$ cat src/hka_pkg.sv
// Shared types and constants for the HID key to ASCII translator.
package hka_pkg;

	localparam int unsigned USAGE_W = 8;
	localparam int unsigned CODE_W  = 7;
	localparam int unsigned FLAGS_W = 3;

	// Result kinds
	typedef enum logic [1:0] {
		KIND_NONE = 2'd0,
		KIND_TEXT = 2'd1,
		KIND_EDIT = 2'd2
	} kind_t;

	// Modifier flag bit positions
	localparam int unsigned FLAG_SHIFT = 0;
	localparam int unsigned FLAG_CTRL  = 1;
	localparam int unsigned FLAG_CAPS  = 2;

	// Usage codes and ranges
	localparam logic [USAGE_W-1:0] USAGE_LETTER_LO = 8'h04;
	localparam logic [USAGE_W-1:0] USAGE_LETTER_HI = 8'h1d;
	localparam logic [USAGE_W-1:0] USAGE_DIGIT_LO  = 8'h1e;
	localparam logic [USAGE_W-1:0] USAGE_DIGIT_HI  = 8'h27;
	localparam logic [USAGE_W-1:0] USAGE_PUNCT_LO  = 8'h2c;
	localparam logic [USAGE_W-1:0] USAGE_PUNCT_HI  = 8'h38;
	localparam logic [USAGE_W-1:0] USAGE_CAPS      = 8'h39;
	localparam logic [USAGE_W-1:0] USAGE_ENTER     = 8'h28;
	localparam logic [USAGE_W-1:0] USAGE_ESCAPE    = 8'h29;
	localparam logic [USAGE_W-1:0] USAGE_BKSP      = 8'h2a;
	localparam logic [USAGE_W-1:0] USAGE_TAB       = 8'h2b;
	localparam logic [USAGE_W-1:0] USAGE_HOME      = 8'h4a;
	localparam logic [USAGE_W-1:0] USAGE_DELETE    = 8'h4c;
	localparam logic [USAGE_W-1:0] USAGE_END       = 8'h4d;
	localparam logic [USAGE_W-1:0] USAGE_RIGHT     = 8'h4f;
	localparam logic [USAGE_W-1:0] USAGE_LEFT      = 8'h50;
	localparam logic [USAGE_W-1:0] USAGE_DOWN      = 8'h51;
	localparam logic [USAGE_W-1:0] USAGE_UP        = 8'h52;
	localparam logic [USAGE_W-1:0] USAGE_KP_ENTER  = 8'h58;
	localparam logic [USAGE_W-1:0] USAGE_LCTRL     = 8'he0;
	localparam logic [USAGE_W-1:0] USAGE_LSHIFT    = 8'he1;
	localparam logic [USAGE_W-1:0] USAGE_RCTRL     = 8'he4;
	localparam logic [USAGE_W-1:0] USAGE_RSHIFT    = 8'he5;
	// 0xe0..0xe7 share this upper part
	localparam logic [4:0]         USAGE_MOD_HI5   = 5'b11100;

	// Dense editing key codes
	localparam logic [CODE_W-1:0] EDIT_ENTER  = 7'd0;
	localparam logic [CODE_W-1:0] EDIT_ESCAPE = 7'd1;
	localparam logic [CODE_W-1:0] EDIT_BKSP   = 7'd2;
	localparam logic [CODE_W-1:0] EDIT_TAB    = 7'd3;
	localparam logic [CODE_W-1:0] EDIT_HOME   = 7'd4;
	localparam logic [CODE_W-1:0] EDIT_DELETE = 7'd5;
	localparam logic [CODE_W-1:0] EDIT_END    = 7'd6;
	localparam logic [CODE_W-1:0] EDIT_RIGHT  = 7'd7;
	localparam logic [CODE_W-1:0] EDIT_LEFT   = 7'd8;
	localparam logic [CODE_W-1:0] EDIT_DOWN   = 7'd9;
	localparam logic [CODE_W-1:0] EDIT_UP     = 7'd10;

	localparam logic [CODE_W-1:0] ASCII_LOWER_A = 7'h61;
	localparam logic [CODE_W-1:0] ASCII_UPPER_A = 7'h41;
	localparam logic [CODE_W-1:0] ASCII_ONE     = 7'h31;
	localparam logic [CODE_W-1:0] ASCII_ZERO    = 7'h30;

endpackage

$ cat src/hka_ifs.sv
// Valid/ready channel interfaces for key events and translated results.
interface hka_key_if;
	logic                         valid;
	logic                         ready;
	logic [hka_pkg::USAGE_W-1:0]  key_usage;
	logic                         key_pressed;

	modport source (output valid, output key_usage, output key_pressed, input ready);
	modport sink   (input valid, input key_usage, input key_pressed, output ready);
endinterface

interface hka_result_if;
	logic                         valid;
	logic                         ready;
	logic [1:0]                   result_kind;
	logic [hka_pkg::CODE_W-1:0]   result_code;
	logic                         modifier_key;
	logic [hka_pkg::FLAGS_W-1:0]  modifier_snapshot;

	modport source (output valid, output result_kind, output result_code,
		output modifier_key, output modifier_snapshot, input ready);
	modport sink   (input valid, input result_kind, input result_code,
		input modifier_key, input modifier_snapshot, output ready);
endinterface

$ cat src/hid_key_to_ascii.sv
// HID key event to ASCII / editing key translator, top level.
//
//  channel  | modport | carries
//  ---------+---------+-----------------------------------------------------
//  key      | sink    | key_usage[7:0], key_pressed
//  result   | source  | result_kind[1:0], result_code[6:0], modifier_key,
//           |         | modifier_snapshot[2:0]
//
// One result per key event, one transfer per cycle sustained while result.ready stays high.
// Path: input register s1, then result register s2, with the modifier flags
// updated as an item enters s2.
// Stalls: s1 advances whenever s2 is empty or being taken; key.ready is low
// only while s1 holds an item that cannot advance.
// Reset (arst_n low) clears both valid bits and the modifier flags.
module hid_key_to_ascii (
	input logic          clk,
	input logic          arst_n,
	hka_key_if.sink      key,
	hka_result_if.source result
);

	// Input register
	logic                        valid_s1;
	logic [hka_pkg::USAGE_W-1:0] usage_s1;
	logic                        pressed_s1;

	// Result register
	logic                        valid_s2;
	hka_pkg::kind_t              kind_s2;
	logic [hka_pkg::CODE_W-1:0]  code_s2;
	logic                        mod_s2;
	logic [hka_pkg::FLAGS_W-1:0] snap_s2;

	// Modifier flags: shift, control, caps
	logic [hka_pkg::FLAGS_W-1:0] flags_q;

	logic adv_s2;   // s1 moves into s2 this edge
	logic take_s1;  // key transfer this edge

	assign adv_s2  = valid_s1 && (!valid_s2 || result.ready);
	assign key.ready = !valid_s1 || adv_s2;
	assign take_s1 = key.valid && key.ready;

	// Translation of the s1 item
	logic [hka_pkg::FLAGS_W-1:0] flags_nxt;
	logic                        is_mod;
	hka_pkg::kind_t              kind_nxt;
	logic [hka_pkg::CODE_W-1:0]  code_nxt;
	logic [hka_pkg::CODE_W-1:0]  letter_idx;
	logic [3:0]                  digit_idx;
	logic [3:0]                  punct_idx;
	logic                        shift_f;

	function automatic logic [hka_pkg::CODE_W-1:0] punct_face(input logic [3:0] idx,
		input logic shifted);
		logic [hka_pkg::CODE_W-1:0] c;
		case (idx)
			4'd0:    c = shifted ? 7'h20 : 7'h20;  // space
			4'd1:    c = shifted ? 7'h5f : 7'h2d;
			4'd2:    c = shifted ? 7'h2b : 7'h3d;
			4'd3:    c = shifted ? 7'h7b : 7'h5b;
			4'd4:    c = shifted ? 7'h7d : 7'h5d;
			4'd5:    c = shifted ? 7'h7c : 7'h5c;
			4'd6:    c = shifted ? 7'h7c : 7'h5c;  // non-US hash acts as backslash
			4'd7:    c = shifted ? 7'h3a : 7'h3b;
			4'd8:    c = shifted ? 7'h22 : 7'h27;
			4'd9:    c = shifted ? 7'h7e : 7'h60;
			4'd10:   c = shifted ? 7'h3c : 7'h2c;
			4'd11:   c = shifted ? 7'h3e : 7'h2e;
			4'd12:   c = shifted ? 7'h3f : 7'h2f;
			default: c = '0;
		endcase
		return c;
	endfunction

	function automatic logic [hka_pkg::CODE_W-1:0] digit_shift(input logic [3:0] idx);
		logic [hka_pkg::CODE_W-1:0] c;
		case (idx)
			4'd0:    c = 7'h21;  // !
			4'd1:    c = 7'h40;  // @
			4'd2:    c = 7'h23;
			4'd3:    c = 7'h24;
			4'd4:    c = 7'h25;
			4'd5:    c = 7'h5e;
			4'd6:    c = 7'h26;
			4'd7:    c = 7'h2a;
			4'd8:    c = 7'h28;
			4'd9:    c = 7'h29;
			default: c = '0;
		endcase
		return c;
	endfunction

	always_comb begin
		is_mod = (usage_s1 == hka_pkg::USAGE_CAPS) ||
			(usage_s1[7:3] == hka_pkg::USAGE_MOD_HI5);

		// Flag update; translation sees the updated flags
		flags_nxt = flags_q;
		case (usage_s1)
			hka_pkg::USAGE_LSHIFT, hka_pkg::USAGE_RSHIFT: begin
				flags_nxt[hka_pkg::FLAG_SHIFT] = pressed_s1;
			end
			hka_pkg::USAGE_LCTRL, hka_pkg::USAGE_RCTRL: begin
				flags_nxt[hka_pkg::FLAG_CTRL] = pressed_s1;
			end
			hka_pkg::USAGE_CAPS: begin
				flags_nxt[hka_pkg::FLAG_CAPS] = flags_q[hka_pkg::FLAG_CAPS] ^ pressed_s1;
			end
			default: begin
			end
		endcase

		shift_f    = flags_nxt[hka_pkg::FLAG_SHIFT];
		letter_idx = hka_pkg::CODE_W'(usage_s1 - hka_pkg::USAGE_LETTER_LO);
		digit_idx  = 4'(usage_s1 - hka_pkg::USAGE_DIGIT_LO);
		punct_idx  = 4'(usage_s1 - hka_pkg::USAGE_PUNCT_LO);

		kind_nxt = hka_pkg::KIND_NONE;
		code_nxt = '0;
		if (pressed_s1 && !is_mod) begin
			if (usage_s1 >= hka_pkg::USAGE_LETTER_LO && usage_s1 <= hka_pkg::USAGE_LETTER_HI) begin
				kind_nxt = hka_pkg::KIND_TEXT;
				if (flags_nxt[hka_pkg::FLAG_CTRL]) begin
					code_nxt = letter_idx + 7'd1;
				end else if (shift_f ^ flags_nxt[hka_pkg::FLAG_CAPS]) begin
					code_nxt = hka_pkg::ASCII_UPPER_A + letter_idx;
				end else begin
					code_nxt = hka_pkg::ASCII_LOWER_A + letter_idx;
				end
			end else if (usage_s1 >= hka_pkg::USAGE_DIGIT_LO &&
				usage_s1 <= hka_pkg::USAGE_DIGIT_HI) begin
				kind_nxt = hka_pkg::KIND_TEXT;
				if (shift_f) begin
					code_nxt = digit_shift(digit_idx);
				end else if (digit_idx == 4'd9) begin
					code_nxt = hka_pkg::ASCII_ZERO;
				end else begin
					code_nxt = hka_pkg::ASCII_ONE + {3'd0, digit_idx};
				end
			end else if (usage_s1 >= hka_pkg::USAGE_PUNCT_LO &&
				usage_s1 <= hka_pkg::USAGE_PUNCT_HI) begin
				kind_nxt = hka_pkg::KIND_TEXT;
				code_nxt = punct_face(punct_idx, shift_f);
			end else begin
				kind_nxt = hka_pkg::KIND_EDIT;
				case (usage_s1)
					hka_pkg::USAGE_ENTER, hka_pkg::USAGE_KP_ENTER: code_nxt = hka_pkg::EDIT_ENTER;
					hka_pkg::USAGE_ESCAPE: code_nxt = hka_pkg::EDIT_ESCAPE;
					hka_pkg::USAGE_BKSP:   code_nxt = hka_pkg::EDIT_BKSP;
					hka_pkg::USAGE_TAB:    code_nxt = hka_pkg::EDIT_TAB;
					hka_pkg::USAGE_HOME:   code_nxt = hka_pkg::EDIT_HOME;
					hka_pkg::USAGE_DELETE: code_nxt = hka_pkg::EDIT_DELETE;
					hka_pkg::USAGE_END:    code_nxt = hka_pkg::EDIT_END;
					hka_pkg::USAGE_RIGHT:  code_nxt = hka_pkg::EDIT_RIGHT;
					hka_pkg::USAGE_LEFT:   code_nxt = hka_pkg::EDIT_LEFT;
					hka_pkg::USAGE_DOWN:   code_nxt = hka_pkg::EDIT_DOWN;
					hka_pkg::USAGE_UP:     code_nxt = hka_pkg::EDIT_UP;
					default: begin
						// page up/down and unknown usages
						kind_nxt = hka_pkg::KIND_NONE;
						code_nxt = '0;
					end
				endcase
			end
		end
	end

	// Control state
	always_ff @(posedge clk or negedge arst_n) begin
		if (!arst_n) begin
			valid_s1 <= 1'b0;
			valid_s2 <= 1'b0;
			flags_q  <= '0;
		end else begin
			if (take_s1) begin
				valid_s1 <= 1'b1;
			end else if (adv_s2) begin
				valid_s1 <= 1'b0;
			end
			if (adv_s2) begin
				valid_s2 <= 1'b1;
				flags_q  <= flags_nxt;
			end else if (result.ready) begin
				valid_s2 <= 1'b0;
			end
		end
	end

	// Payload registers
	always_ff @(posedge clk) begin
		if (take_s1) begin
			usage_s1   <= key.key_usage;
			pressed_s1 <= key.key_pressed;
		end
		if (adv_s2) begin
			kind_s2 <= kind_nxt;
			code_s2 <= code_nxt;
			mod_s2  <= is_mod;
			snap_s2 <= flags_nxt;
		end
	end

	assign result.valid             = valid_s2;
	assign result.result_kind       = kind_s2;
	assign result.result_code       = code_s2;
	assign result.modifier_key      = mod_s2;
	assign result.modifier_snapshot = snap_s2;

`ifndef SYNTHESIS
	// Kind none always carries a zero code
	a_none_zero: assert property (@(posedge clk) disable iff (!arst_n)
		valid_s2 && kind_s2 == hka_pkg::KIND_NONE |-> code_s2 == '0)
		else $error("kind none with nonzero code");

	// Modifier keys never produce a character or editing code
	a_mod_none: assert property (@(posedge clk) disable iff (!arst_n)
		valid_s2 && mod_s2 |-> kind_s2 == hka_pkg::KIND_NONE)
		else $error("modifier key produced a result");

	// Snapshot on display matches the live flags
	a_snap: assert property (@(posedge clk) disable iff (!arst_n)
		valid_s2 |-> snap_s2 == flags_q)
		else $error("snapshot differs from modifier flags");

	// Editing codes stay in the dense range
	a_edit_range: assert property (@(posedge clk) disable iff (!arst_n)
		valid_s2 && kind_s2 == hka_pkg::KIND_EDIT |-> code_s2 <= hka_pkg::EDIT_UP)
		else $error("editing code out of range");

	// Flags change only when an item enters the result register
	a_flags_hold: assert property (@(posedge clk) disable iff (!arst_n)
		!adv_s2 |=> $stable(flags_q))
		else $error("modifier flags changed without a transfer");
`endif

endmodule

$ cat src/flat_wrapper.sv
// flat-port wrapper written by rule: the top's interface ports become plain ports
module hid_key_to_ascii_flat 
  (clk, arst_n, key_valid, key_key_usage, key_key_pressed, key_ready, result_valid, result_result_kind, result_result_code, result_modifier_key, result_modifier_snapshot, result_ready);
  hka_key_if key_i ();
  hka_result_if result_i ();
  input logic clk;
  input logic arst_n;
  input wire logic [$bits(key_i.valid)-1:0] key_valid;
  input wire logic [$bits(key_i.key_usage)-1:0] key_key_usage;
  input wire logic [$bits(key_i.key_pressed)-1:0] key_key_pressed;
  output wire logic [$bits(key_i.ready)-1:0] key_ready;
  output wire logic [$bits(result_i.valid)-1:0] result_valid;
  output wire logic [$bits(result_i.result_kind)-1:0] result_result_kind;
  output wire logic [$bits(result_i.result_code)-1:0] result_result_code;
  output wire logic [$bits(result_i.modifier_key)-1:0] result_modifier_key;
  output wire logic [$bits(result_i.modifier_snapshot)-1:0] result_modifier_snapshot;
  input wire logic [$bits(result_i.ready)-1:0] result_ready;
  assign key_i.valid = key_valid;
  assign key_i.key_usage = key_key_usage;
  assign key_i.key_pressed = key_key_pressed;
  assign key_ready = key_i.ready;
  assign result_valid = result_i.valid;
  assign result_result_kind = result_i.result_kind;
  assign result_result_code = result_i.result_code;
  assign result_modifier_key = result_i.modifier_key;
  assign result_modifier_snapshot = result_i.modifier_snapshot;
  assign result_i.ready = result_ready;
  hid_key_to_ascii u_core (.clk(clk), .arst_n(arst_n), .key(key_i), .result(result_i));
endmodule
$ cat config.mk
export PLATFORM = sky130hd
export DESIGN_NAME = hid_key_to_ascii_flat
export DESIGN_NICKNAME = d
export VERILOG_FILES = /design/src/hka_pkg.sv /design/src/hka_ifs.sv /design/src/hid_key_to_ascii.sv /design/src/flat_wrapper.sv
export SDC_FILE = /design/constraint.sdc
export NUM_CORES = 1
export LEC_CHECK = 0
export ABC_CLOCK_PERIOD_IN_PS = 6310
export BUFFER_PORTS_ARGS = -buffer_cell sky130_fd_sc_hd__buf_2
export CAP_MARGIN = 15
export CORE_MARGIN = 3
export CORE_UTILIZATION = 32
export CTS_BUF_LIST = sky130_fd_sc_hd__clkbuf_8
export DETAILED_ROUTE_END_ITERATION = 16
export PLACE_DENSITY = 0.54
export SYNTH_ARGS = -nofsm -noshare
export SYNTH_HDL_FRONTEND = slang
export SYNTH_SLANG_ARGS = --single-unit
$ cat constraint.sdc
create_clock -name clk -period 6.31 [get_ports clk]
set_clock_uncertainty 0.2 [all_clocks]
set_input_delay 1.262 -clock clk [delete_from_list [all_inputs] [get_ports clk]]
set_output_delay 1.262 -clock clk [all_outputs]
set_load 0.01 [all_outputs]
# ---- Yosys cells after proc, flatten, opt, wreduce, memory -nomap -nowiden
# Memories as Yosys holds them, arrays and structs flattened.
# Index checks and enable logic that the tools add are counted.
dict set report totals {
  reg_bits 27
  romBits 112
  output_inout_bits 15
  elab_cells 109
  memories 1
}
# name words word_bits rd rd_ports_with_merged_regs wr line_no
set memory_table {}
lappend memory_table {{(no name shown)} 16 7 1 0 0 hid_key_to_ascii.sv:78} ;# case (idx)
dict set report op_classes {
  n_addsub 7
  order_cmp 6
  eq_ne 31
  muxes 31
  bitwise_logic 3
  n_reduce_logical 20
}
# operator n
set op_table {}
lappend op_table {{$pmux 7 s12} 1}
lappend op_table {{$eq 8x7->1 const B} 8}
lappend op_table {{$mux 7} 8}
lappend op_table {{$eq 8x6->1 const B} 5}
lappend op_table {{$pmux 4 s10} 1}
lappend op_table {{$eq 8x8->1 const B} 4}
lappend op_table {{$mux 5} 5}
lappend op_table {{$eq 4x4->1 const B} 6}
lappend op_table {{$mux 6} 3}
lappend op_table {{$eq 4x3->1 const B} 4}
lappend op_table {{$le 8x6->1 const B} 2}
lappend op_table {{$add 7x7->7 const A} 2}
lappend op_table {{$reduce_or 12->1} 1}
lappend op_table {{$mux 1} 11}
lappend op_table {{$eq 4x2->1 const B} 2}
lappend op_table {{$ge 8x3->1 const B} 1}
lappend op_table {{$ge 8x5->1 const B} 1}
lappend op_table {{$ge 8x6->1 const B} 1}
lappend op_table {{$le 8x5->1 const B} 1}
lappend op_table {{$sub 4x4->4 const B} 2}
lappend op_table {{$add 6x4->7 const A} 1}
lappend op_table {{$add 7x1->7 const B} 1}
lappend op_table {{$sub 7x3->7 const B} 1}
lappend op_table {{$logic_and 1x1->1} 6}
lappend op_table {{other kinds (12)} 20}

# ---- Logic depth before layout (Yosys ltp)
# Gate-level depths: netlist of the first run.
dict set report depth {
  word_depth 8
  mapped_depth 15
  mapped_depth_nobuf 13
}

# ---- Least setup slack after synthesis of the first run
# OpenSTA, ideal clock, no wires.
dict set report synth_path {
  path_type {register -> register}
  startpoint {reg u_core.usage_s1[1] in the netlist's numbering}
  endpoint {reg u_core.code_s2, in the netlist u_core.result.result_code[6], data pin}
  arrival_time_ns 2.867
  slack_ns 2.964
  stages_incl_launch_ff 15
  n_path_buf 1
  synth_period_minus_slack_ns 3.346
  cell_sequence {edfxtp_1 inv_1 ha_1 clkbuf_1 nand4_1 or2_2 xnor2_1 nand2_1 nor3b_1 ha_1 nor3b_1 nor2_1 xnor2_1 xnor2_1 a221oi_1}
}
# item line_no
set synth_lines {}
lappend synth_lines {{start: declaration} hid_key_to_ascii.sv:24} ;# logic [hka_pkg::USAGE_W-1:0] usage_s1;
lappend synth_lines {{start signal: assignment} hid_key_to_ascii.sv:193} ;# usage_s1 <= key.key_usage;
lappend synth_lines {{$eq 8x6->1} hid_key_to_ascii.sv:100} ;# case (usage_s1)
lappend synth_lines {{$mux 1} hid_key_to_ascii.sv:100}
lappend synth_lines {{via u_core.flags_nxt, one bit} hid_key_to_ascii.sv:45} ;# logic [hka_pkg::FLAGS_W-1:0] flags_nxt;
lappend synth_lines {{$xor 1x1->1} hid_key_to_ascii.sv:126} ;# end else if (shift_f ^ flags_nxt[hka_pkg::FLAG_CAPS]) begin
lappend synth_lines {{$mux 7} hid_key_to_ascii.sv:126}
lappend synth_lines {{$mux 7} hid_key_to_ascii.sv:124} ;# if (flags_nxt[hka_pkg::FLAG_CTRL]) begin
lappend synth_lines {{$mux 7} hid_key_to_ascii.sv:122} ;# if (usage_s1 >= hka_pkg::USAGE_LETTER_LO && usage_s1 <= hka_pkg::USAGE_LETTER_HI) begin
lappend synth_lines {{end signal: assignment} hid_key_to_ascii.sv:198} ;# code_s2 <= code_nxt;
lappend synth_lines {{end: declaration} hid_key_to_ascii.sv:30} ;# logic [hka_pkg::CODE_W-1:0] code_s2;
# The timed path passes the listed nets, and every way through them passes these cells.
# A chain may end at the register's enable or synchronous reset.

# ---- Worst setup path after layout of the first run
# Ends and elaborated chain as after synthesis.

==> results of run 1 <==
## logic make-up after synthesis
family / after synthesis / synth area share (%)
AO/OA/AOI/OAI: 69 / 20.48
adder cells (fa/ha/maj): 18 / 9.362
AND/OR/NAND/NOR: 96 / 22.07
multiplexers: 9 / 4.574
flip-flops: 27 / 33.40
buffers and inverters: 28 / 5.266
XOR/XNOR: 13 / 4.840
## layer usage
metal / GRT usage [%] / wire (um) / vias to the layer above / part of all wire [%]
met4: 3.960 / 75 / 0 / 1.3
met3: 2.215 / 339 / 7 / 5.7
met1: 20.66 / 2871 / 916 / 49
met2: 21.42 / 2623 / 70 / 44
li1: - / - / 992 / -
met5: 0 / 0 / - / 0
## synth_stat cells (all sizes together), types with 4 or more instances
cell,n,area [um^2]
clkbuf,8,30.03
nor2,20,75.07
a21oi,12,60.06
nor3,5,25.02
dfrtp,5,125.1
inv,12,45.04
nand3,7,35.03
or3,4,25.02
o211ai,5,37.54
a211oi,5,37.54
nand2,29,108.9
nand2b,5,31.28
mux2i,5,62.56
xor2,4,35.03
o21ai,16,80.08
a31oi,5,37.53
xnor2,9,78.83
mux2,4,45.04
edfxtp,22,660.6
nor3b,5,42.54
ha,16,200.2
buf,8,48.80
## worst min path at each step
| stage | from | endpoint | slack, ns | cells after the start |
|---|---|---|---|---|
| global route | u_core.flags_q[2]$_DFFE_PN0P_ | u_core.flags_q[2]$_DFFE_PN0P_ | 0.33 | 1 |
| finish | u_core.valid_s1$_DFFE_PN0P_ | u_core.result.valid$_DFFE_PN0P_ | 0.30 | 1 |
| detailed placement | u_core.valid_s1$_DFFE_PN0P_ | u_core.result.valid$_DFFE_PN0P_ | 0.29 | 1 |
| floorplan | u_core.valid_s1$_DFFE_PN0P_ | u_core.result.valid$_DFFE_PN0P_ | 0.26 | 1 |
| global placement | u_core.valid_s1$_DFFE_PN0P_ | u_core.result.valid$_DFFE_PN0P_ | 0.27 | 1 |
| CTS | u_core.valid_s1$_DFFE_PN0P_ | u_core.result.valid$_DFFE_PN0P_ | 0.30 | 1 |
## registers in the layout (all words and copies together), names as in the netlist
name / cells
u_core.result.result_code: 7
u_core.flags_q: 3
u_core.valid_s1: 1
u_core.result.modifier_key: 1
u_core.usage_s1: 8
u_core.result.modifier_snapshot: 3
u_core.result.result_kind: 2
u_core.result.valid: 1
u_core.pressed_s1: 1
## per-stage QoR
| step | util [%] | power, mW | worst slack, ns | std cells | instance area (um^2) |
|---|---|---|---|---|---|
| global route | 37.23 | 0.5323 | 2.012 | 372 | 2585 |
| detailed placement | 36.52 | 0.3982 | 2.364 | 368 | 2536 |
| floorplan | - | 0.3583 | 2.964 | 260 | 2352 |
| finish | 37.23 | 0.4996 | 2.336 | 372 | 2585 |
| global placement | 36.52 | 0.3997 | 2.520 | 368 | 2536 |
| CTS | 37.23 | 0.5032 | 2.349 | 372 | 2585 |
## final cells by class
type | instances | area (um^2) | area share [%]
multi-input cells | 205 | 1443 | 55.81
flip-flops and latches | 27 | 785.8 | 30.40
repair buffers | 28 | 142.6 | 5.518
well taps | 96 | 120.1 | 4.647
inverters | 12 | 45.04 | 1.742
clock buffers | 3 | 41.29 | 1.597
clock inverters | 1 | 7.507 | 0.2904
## power groups by stage
stage	combinational (mW)	sequential [mW]	clock, mW
finish	0.167	0.229	0.104
global route	0.186	0.232	0.114
CTS	0.165	0.229	0.108
detailed placement	0.165	0.234	0
global placement	0.167	0.233	0
floorplan	0.128	0.230	0
==> flow_metrics.tcl, run 1 <==
set metrics [dict create \
    dr.pass1.iters 4 \
    finalSetupTns_ns 0 \
    ff2ff_path_depth 13 \
    postCtsResizedCells 0 \
    cp_data_arrival_time_ns 3.76 \
    finalSetupViolations 0 \
    rows 30 \
    grt_pass1_wl_um 9611 \
    clock_path_buffers 2 \
    cts_made_buffers 3 \
    ys.flop_type "edfxtp_1" \
    critPathMaxFanout 20 \
    worstPathCellList "inv_1, ha_1, nand4_1, or2_2, xnor2_1, nor2_1, nor3b_1, ha_1, nor3b_1, nor2_1, xnor2_1, xnor2_1, a221oi_1" \
    die_h_um 91.74 \
    crit_slowest_cell "ha_1" \
    antenna_found_initial 0 \
    max_slew.worst_pin.slew_ns 0.9626 \
    num_vias 1985 \
    yosysUniqueCellTypes 60 \
    hpwlAfterDp_um 4492 \
    critical_path_class "reg2reg" \
    clockPowerShare_pct 20.8 \
    netSwitchingFraction_pct 34.60 \
    syn_area_um2 2352 \
    rsz0062_at_grt "no" \
    fin_crit_sh_pct 62.98 \
    startpoint "u_core.usage_s1[1]$_DFFE_PP_" \
    cts_tree "built" \
    combPwrFrac_pct 33.4 \
    rr_endpoint "u_core.result.result_code[6]$_SDFFCE_PN0P_" \
    cp_top_family "simple AND/OR/NAND/NOR gates" \
    drive_above_1_share_pct 16.67 \
    worstPathRequired_ns 6.10 \
    reg2reg_from "u_core.usage_s1[1]$_DFFE_PP_" \
    p_per_area_nw_per_um2 193.3 \
    seqPwrFrac_pct 45.9 \
    async_reset_ff_share_pct 18.52 \
    io_buffers 27 \
    critical_path_depth 13 \
    core_area_um2 6944 \
    ir_drop_mv 0.07026 \
    wl_per_cell_um 15.88 \
    area_growth_pct 9.894 \
    status "finished, final reports clean" \
    drcViolationCount 0 \
    die_w_um 91.74 \
    fillers 710 \
    p_leak_nw 0.9813 \
    path_buf_inv 1 \
    reg2reg_slack_ns 2.34 \
    grt_pass1_vias 1827 \
    fp.dieArea_um2 8415 \
    postSynthCellCount 260 \
    min_period_ns 3.974 \
    hold_buffers 0 \
    synth_seq_cells 27 \
    critPathLaunchType "flop" \
    cts_num_sinks 27 \
    ios 28 \
    seq_area_frac_synth_pct 33.40 \
    clk_latency_ns 0.28 \
    grt_max_degree 21 \
    cts.htree.levels 1 \
    maxSlewHeadroom_pct 35.55 \
    yosysWarnings 0 \
    syn_nets 289 \
    start_util_pct 33.87 \
    antenna_left 0 \
    avgSynthCellArea_um2 9.047 \
    setup.worst_path.end_class "flop" \
    slowest_delay_ns 0.67 \
    holdWs_ns 0.3026 \
    slew_violations 0 \
    max_freq_ghz 0.2516 \
    final_common_cell "nand2_1" \
    finalHoldViolations 0 \
    worstHoldPathType "reg2reg" \
    p_switching_mw 0.1729 \
    cts_root_buf "clkbuf_8" \
    place.gp.congestion 0.9131 \
    wirelength_um 5909 \
    p_int_mw 0.3267 \
    grtUsageTotal_pct 14.11 \
    drtIter0Drc 206 \
    mostFrequentLayoutCells "29 x nand2_1, 27 x buf_2, 22 x edfxtp_1" \
    overflow 0 \
    path_common_cell "xnor2_1" \
    clk_pin_slew_ns 0.10 \
    fin_nets 306 \
    synth-edff-count 22 \
    antenna_cells 0 \
    drv_cap 0 \
    vias_per_cell 5.336 \
    cp-endpoint "u_core.result.result_code[6]$_SDFFCE_PN0P_" \
    postCtsSetupBuffers 0 \
]
Power figures use the tool's default switching activity.
==> run 2, diff against run 1 <==
- ABC_AREA: unset -> 1
- ABC_CLOCK_PERIOD_IN_PS: 6310 -> 3900
- clock period: 6.31 -> 3.9 ns (I/O delays scaled with it)
==> flow_metrics.tcl, run 2 <==
set metrics [dict create \
    async_reset_ff_share_pct 18.52 \
    maxSlewHeadroom_pct 63.37 \
    worstHoldPathType "in2async" \
    antenna_left 0 \
    wl_per_cell_um 13.22 \
    yosysMostFrequentCell "nand2_1" \
    yosys.area_share.simple_pct 32.59 \
    cts_tree "built" \
    grt_max_degree 15 \
    place.gp.congestion 0.9788 \
    yosys.area.top_type "edfxtp_1" \
    die_h_um 91.05 \
    critical_path_class "reg2reg" \
    mostFrequentLayoutCells "96 x nand2_1, 39 x inv_1, 27 x nand3_1, 27 x buf_2, 23 x nor2_1" \
    rsz0062_at_grt "no" \
    io_buffers 27 \
    finalHoldViolations 0 \
    ys.flop_type "edfxtp_1" \
    slew_violations 0 \
    synth_top_family_by_area "simple AND/OR/NAND/NOR gates" \
    grt_pass1_wl_um 9660 \
    cts_num_sinks 27 \
    synth-edff-count 22 \
    final_common_cell "nand2_1" \
    ir_drop_mv 0.1190 \
    fp.dieArea_um2 8290 \
    setup.worst_path.end_class "flop" \
    p_leak_nw 1.295 \
    design_power_total_mw 0.8578 \
    clk_pin_slew_ns 0.10 \
    holdWs_ns 0.09300 \
    largest_register "u_core.usage_s1" \
    cts_root_buf "clkbuf_8" \
    synthTopCellsByCount "96 x nand2_1, 38 x inv_1, 27 x nand3_1, 23 x nor2_1, 22 x edfxtp_1" \
    area_growth_pct 11.30 \
    p_per_area_nw_per_um2 333.0 \
    synth-xor-area-share_pct 3.027 \
    postCtsResizedCells 0 \
    start_util_pct 33.51 \
    max_freq_ghz 0.2939 \
    core_area_um2 6907 \
    synthAdderAreaFrac_pct 8.649 \
    hpwlAfterDp_um 4564 \
    stdcell_area_um2 2576 \
    fin_crit_sh_pct 87.24 \
    ios 28 \
    yosysWarnings 0 \
    num_vias 2108 \
    yosysUniqueCellTypes 38 \
    fin_nets 371 \
    clk_latency_ns 0.28 \
    drv_cap 0 \
    cts.htree.levels 1 \
    grt_pass1_vias 1940 \
    postCtsSetupBuffers 0 \
    drcViolationCount 0 \
    vias_per_cell 4.824 \
    die_w_um 91.05 \
    cts_made_buffers 3 \
    synthTopCellsByArea "edfxtp_1 29%, nand2_1 16%, ha_1 8.6%, inv_1 6.2%, nand3_1 5.8%" \
    finalSetupViolations 0 \
    syn_nets 344 \
    postSynthCellCount 315 \
    rows 30 \
    antenna_cells 0 \
    synthMuxAreaShare_pct 0 \
    dpl_cell_area_um2 2531 \
    hold_buffers 0 \
    syn_area_um2 2315 \
    cp_data_arrival_time_ns 3.24 \
    dr.pass1.iters 5 \
    drtIter0Drc 240 \
    largest_reg_flops 8 \
    max_slew.worst_pin.slew_ns 0.5476 \
    grtUsageTotal_pct 14.32 \
    avgSynthCellArea_um2 7.348 \
    drive_above_1_share_pct 16.72 \
    synth_top_area_share_pct 28.54 \
    finalSetupTns_ns 0 \
    wirelength_um 5775 \
    clock_path_buffers 2 \
    seq_area_frac_synth_pct 33.95 \
    overflow 0 \
    critPathMaxFanout 13 \
    critPathLaunchType "flop" \
    status "finished, final reports clean" \
    min_period_ns 3.402 \
    synth_seq_cells 27 \
    antenna_found_initial 0 \
    worstPathRequired_ns 3.74 \
    synth_compound_gate_area_share_pct 13.03 \
]
==> run 2: cell count changes after synthesis, moves of 5 or more <==
| cell | change |
|---|---|
| nand2b_1 | -5 |
| nor2_2 | +5 |
| nand3_1 | +20 |
| a211oi_1 | -5 |
| nand2_1 | +67 |
| xnor2_1 | -7 |
| buf_2 | -5 |
| nand2_2 | +5 |
| inv_1 | +27 |
| clkbuf_1 | -7 |
==> run 2: cells by family (layout without fill, tap and decap cells) <==
family	after synthesis	in the layout
compound gates	47	47
flops	27	27
xor+xnor	8	8
fa+ha+maj	16	16
simple gates	169	169
buf+inv	48	74
==> run 2: critical path, stage by stage, from the launching register on <==
cell	delay, ns
edfxtp_1	0.53
inv_1	0.20
ha_1	0.41
nand2_2	0.16
nand2_2	0.14
nand3_2	0.09
nand2_2	0.09
nand2_2	0.19
nand2_1	0.13
a21oi_1	0.07
ha_1	0.29
inv_1	0.05
o21bai_1	0.16
xor2_1	0.19
nor2_1	0.05
o21ai_0	0.15
nor2_1	0.05
==> run 2: per-stage QoR <==
step | util (%) | cells | setup WS (ns)
4_1_cts | 37.30 | 437 | 0.5173
2_1_floorplan | - | 315 | 0.9770
3_3_place_gp | 36.65 | 433 | 0.6474
6_report | 37.30 | 437 | 0.4975
5_1_grt | 37.30 | 437 | 0.2307
3_5_place_dp | 36.65 | 433 | 0.5392
==> run 2: report_power, final <==
part | switching [mW] | internal [mW] | leakage (nW)
registers | 0.0228 | 0.360 | 0.281
clock network | 0.0916 | 0.0709 | 0.0269
logic | 0.208 | 0.104 | 0.987
==> run 2: final timing paths <==
check	start	end	slack [ns]	depth (start not counted)
hold reg to reg	u_core.flags_q[1]$_DFFE_PN0P_	u_core.flags_q[1]$_DFFE_PN0P_	0.30	2
min in group clk	u_core.flags_q[1]$_DFFE_PN0P_	u_core.flags_q[1]$_DFFE_PN0P_	0.30	2
setup reg to reg	u_core.usage_s1[1]$_DFFE_PP_	u_core.result.result_code[6]$_SDFFCE_PN0P_	0.50	16
max in group asynchronous	arst_n	u_core.flags_q[2]$_DFFE_PN0P_	3.28	1
hold / removal	arst_n	u_core.flags_q[0]$_DFFE_PN0P_	0.09	1
setup / recovery	u_core.usage_s1[1]$_DFFE_PP_	u_core.result.result_code[6]$_SDFFCE_PN0P_	0.50	16
==> run 2: cell type report <==
type                       instances  area, um^2
fill                             745        4330
multi-input combinational        240        1326
sequential                        27       785.8
inverter                          43       163.9
timing repair buffer              27       135.1
tap                               96       120.1
clock buffer                       3       41.29
clock inverter                     1       3.754
==> run 2: routing by layer <==
metal | track usage (%) | up-vias | routed length [um]
met4 | 3.392 | 0 | 53
li1 | - | 1086 | -
met1 | 20.24 | 949 | 2785
met3 | 3.065 | 8 | 331
met5 | 0 | - | 0
met2 | 22.26 | 65 | 2605
==> run 3, diff against run 2 <==
- REMOVE_ABC_BUFFERS: unset -> 1
==> flow_metrics.tcl, run 3 (same netlist as run 2, synthesis figures left out) <==
set metrics [dict create \
    largest_register "u_core.usage_s1" \
    start_util_pct 33.51 \
    grtUsageTotal_pct 14.20 \
    antenna_cells 0 \
    hold_buffers 0 \
    die_w_um 91.05 \
    min_period_ns 3.277 \
    combPwrFrac_pct 36.1 \
    fillers 773 \
    core_area_um2 6907 \
    area_growth_pct 11.78 \
    rows 30 \
    max_slew.worst_pin.slew_ns 0.5298 \
    wirelength_um 5715 \
    status "finished, final reports clean" \
    antenna_found_initial 0 \
    drcViolationCount 0 \
    seqPwrFrac_pct 44.6 \
    dr.pass1.iters 4 \
    cp_data_arrival_time_ns 3.13 \
    overflow 0 \
    finalHoldViolations 0 \
    io_buffers 27 \
    clk_pin_slew_ns 0.10 \
    slew_violations 0 \
    reg2reg_slack_ns 0.62 \
    max_freq_ghz 0.3052 \
    worstPathRequired_ns 3.75 \
    clk_latency_ns 0.28 \
    rsz0062_at_grt "no" \
    largest_reg_flops 8 \
    cts_made_buffers 3 \
    cts.htree.levels 1 \
    p_per_area_nw_per_um2 332.1 \
    cts_num_sinks 27 \
    fin_nets 372 \
    clockPowerShare_pct 19.4 \
    wl_per_cell_um 13.05 \
    ios 28 \
    critical_path_class "reg2reg" \
    worstHoldPathType "in2async" \
    grt_max_degree 17 \
    drive_above_1_share_pct 17.25 \
    fin_util_pct 37.46 \
    die_h_um 91.05 \
    antenna_left 0 \
    cts_root_buf "clkbuf_8" \
    p_switching_mw 0.3218 \
    cts_tree "built" \
    netSwitchingFraction_pct 37.45 \
    drtIter0Drc 206 \
    finalSetupViolations 0 \
    critPathLaunchType "flop" \
    grt_pass1_vias 1939 \
    grt_pass1_wl_um 9632 \
    fp.dieArea_um2 8290 \
    fin_crit_sh_pct 84.02 \
    num_vias 2087 \
    multi_input_area_um2 1326 \
    mostFrequentLayoutCells "96 x nand2_1, 38 x inv_1, 27 x nand3_1, 27 x buf_2, 23 x nor2_1" \
    final_common_cell "nand2_1" \
    setup.worst_path.end_class "flop" \
    maxSlewHeadroom_pct 64.57 \
    p_leak_nw 1.295 \
    drv_cap 0 \
    clock_path_buffers 2 \
    p_int_mw 0.5375 \
    ir_drop_mv 0.1376 \
    postCtsSetupBuffers 0 \
    postCtsResizedCells 0 \
    hpwlAfterDp_um 4611 \
    critPathMaxFanout 13 \
    place.gp.congestion 0.9632 \
    vias_per_cell 4.765 \
    finalSetupTns_ns 0 \
    area.sequential_um2 785.8 \
]
[run 3: cell types whose count changed in the layout (fill, tap and decap cells not counted)]
cell,previous run,this run
buf_4,0,1
clkinvlp_4,0,1
inv_1,39,38
[run 3: routing by layer]
metal  GRT usage (%)  share of wire (%)  vias to the layer above
li1                -                  -                     1090
met1           20.72                 50                      921
met2           21.28                 42                       68
met3           2.568                6.5                        8
met4           4.146                2.0                        0
met5               0                  0                        -
[run 3: critical path: stages, from the launching register on]
cell	delay, ns
edfxtp_1	0.53
inv_1	0.22
ha_1	0.31
nand2_1	0.12
nand2_2	0.12
nand3_2	0.10
nand2_2	0.09
nand2_2	0.19
nand2_1	0.13
a21oi_1	0.07
ha_1	0.28
inv_1	0.05
o21bai_1	0.17
xor2_1	0.20
nor2_1	0.05
o21ai_0	0.16
nor2_1	0.05
[run 3: path summary, 6_finish.rpt]
path	start	to	cells past startpoint
setup reg to reg	u_core.usage_s1[2]$_DFFE_PP_	u_core.result.result_code[6]$_SDFFCE_PN0P_	16
hold / removal	arst_n	u_core.result.valid$_DFFE_PN0P_	1
hold reg to reg	u_core.flags_q[1]$_DFFE_PN0P_	u_core.flags_q[1]$_DFFE_PN0P_	2
min in group clk	u_core.flags_q[1]$_DFFE_PN0P_	u_core.flags_q[1]$_DFFE_PN0P_	2
setup / recovery	u_core.usage_s1[2]$_DFFE_PP_	u_core.result.result_code[6]$_SDFFCE_PN0P_	16
max in group asynchronous	arst_n	u_core.valid_s1$_DFFE_PN0P_	1
[run 3: layout make-up]
class / instances / share of cell area [%]
multi-input combinational: 240 / 51.26
sequential: 27 / 30.37
inverter: 43 / 6.335
timing repair buffer: 28 / 5.513
tap: 96 / 4.642
clock buffer: 3 / 1.596
clock inverter: 1 / 0.2901
[run 3: power by group through the flow]
stage	registers [mW]	clock network (mW)	logic, mW
3_3_place_gp	0.389	0	0.311
2_1_floorplan	0.399	0	0.209
4_1_cts	0.383	0.174	0.310
5_1_grt	0.389	0.182	0.350
3_5_place_dp	0.390	0	0.309
6_report	0.383	0.166	0.310
[run 3: per-stage QoR]
| stage | total power [mW] | cells | cell area (um^2) | hold WS (ns) | setup slack [ns] |
|---|---|---|---|---|---|
| 5_1_grt | 0.9201 | 438 | 2587 | 0.09221 | 0.3695 |
| 6_report | 0.8593 | 438 | 2587 | 0.08572 | 0.6232 |
| 3_5_place_dp | 0.6990 | 434 | 2539 | 0.2771 | 0.6484 |
| 3_3_place_gp | 0.6998 | 434 | 2539 | 0.2679 | 0.7808 |
| 4_1_cts | 0.8673 | 438 | 2587 | 0.08645 | 0.6546 |
| 2_1_floorplan | 0.6078 | 310 | 2276 | 0.2493 | 0.9104 |
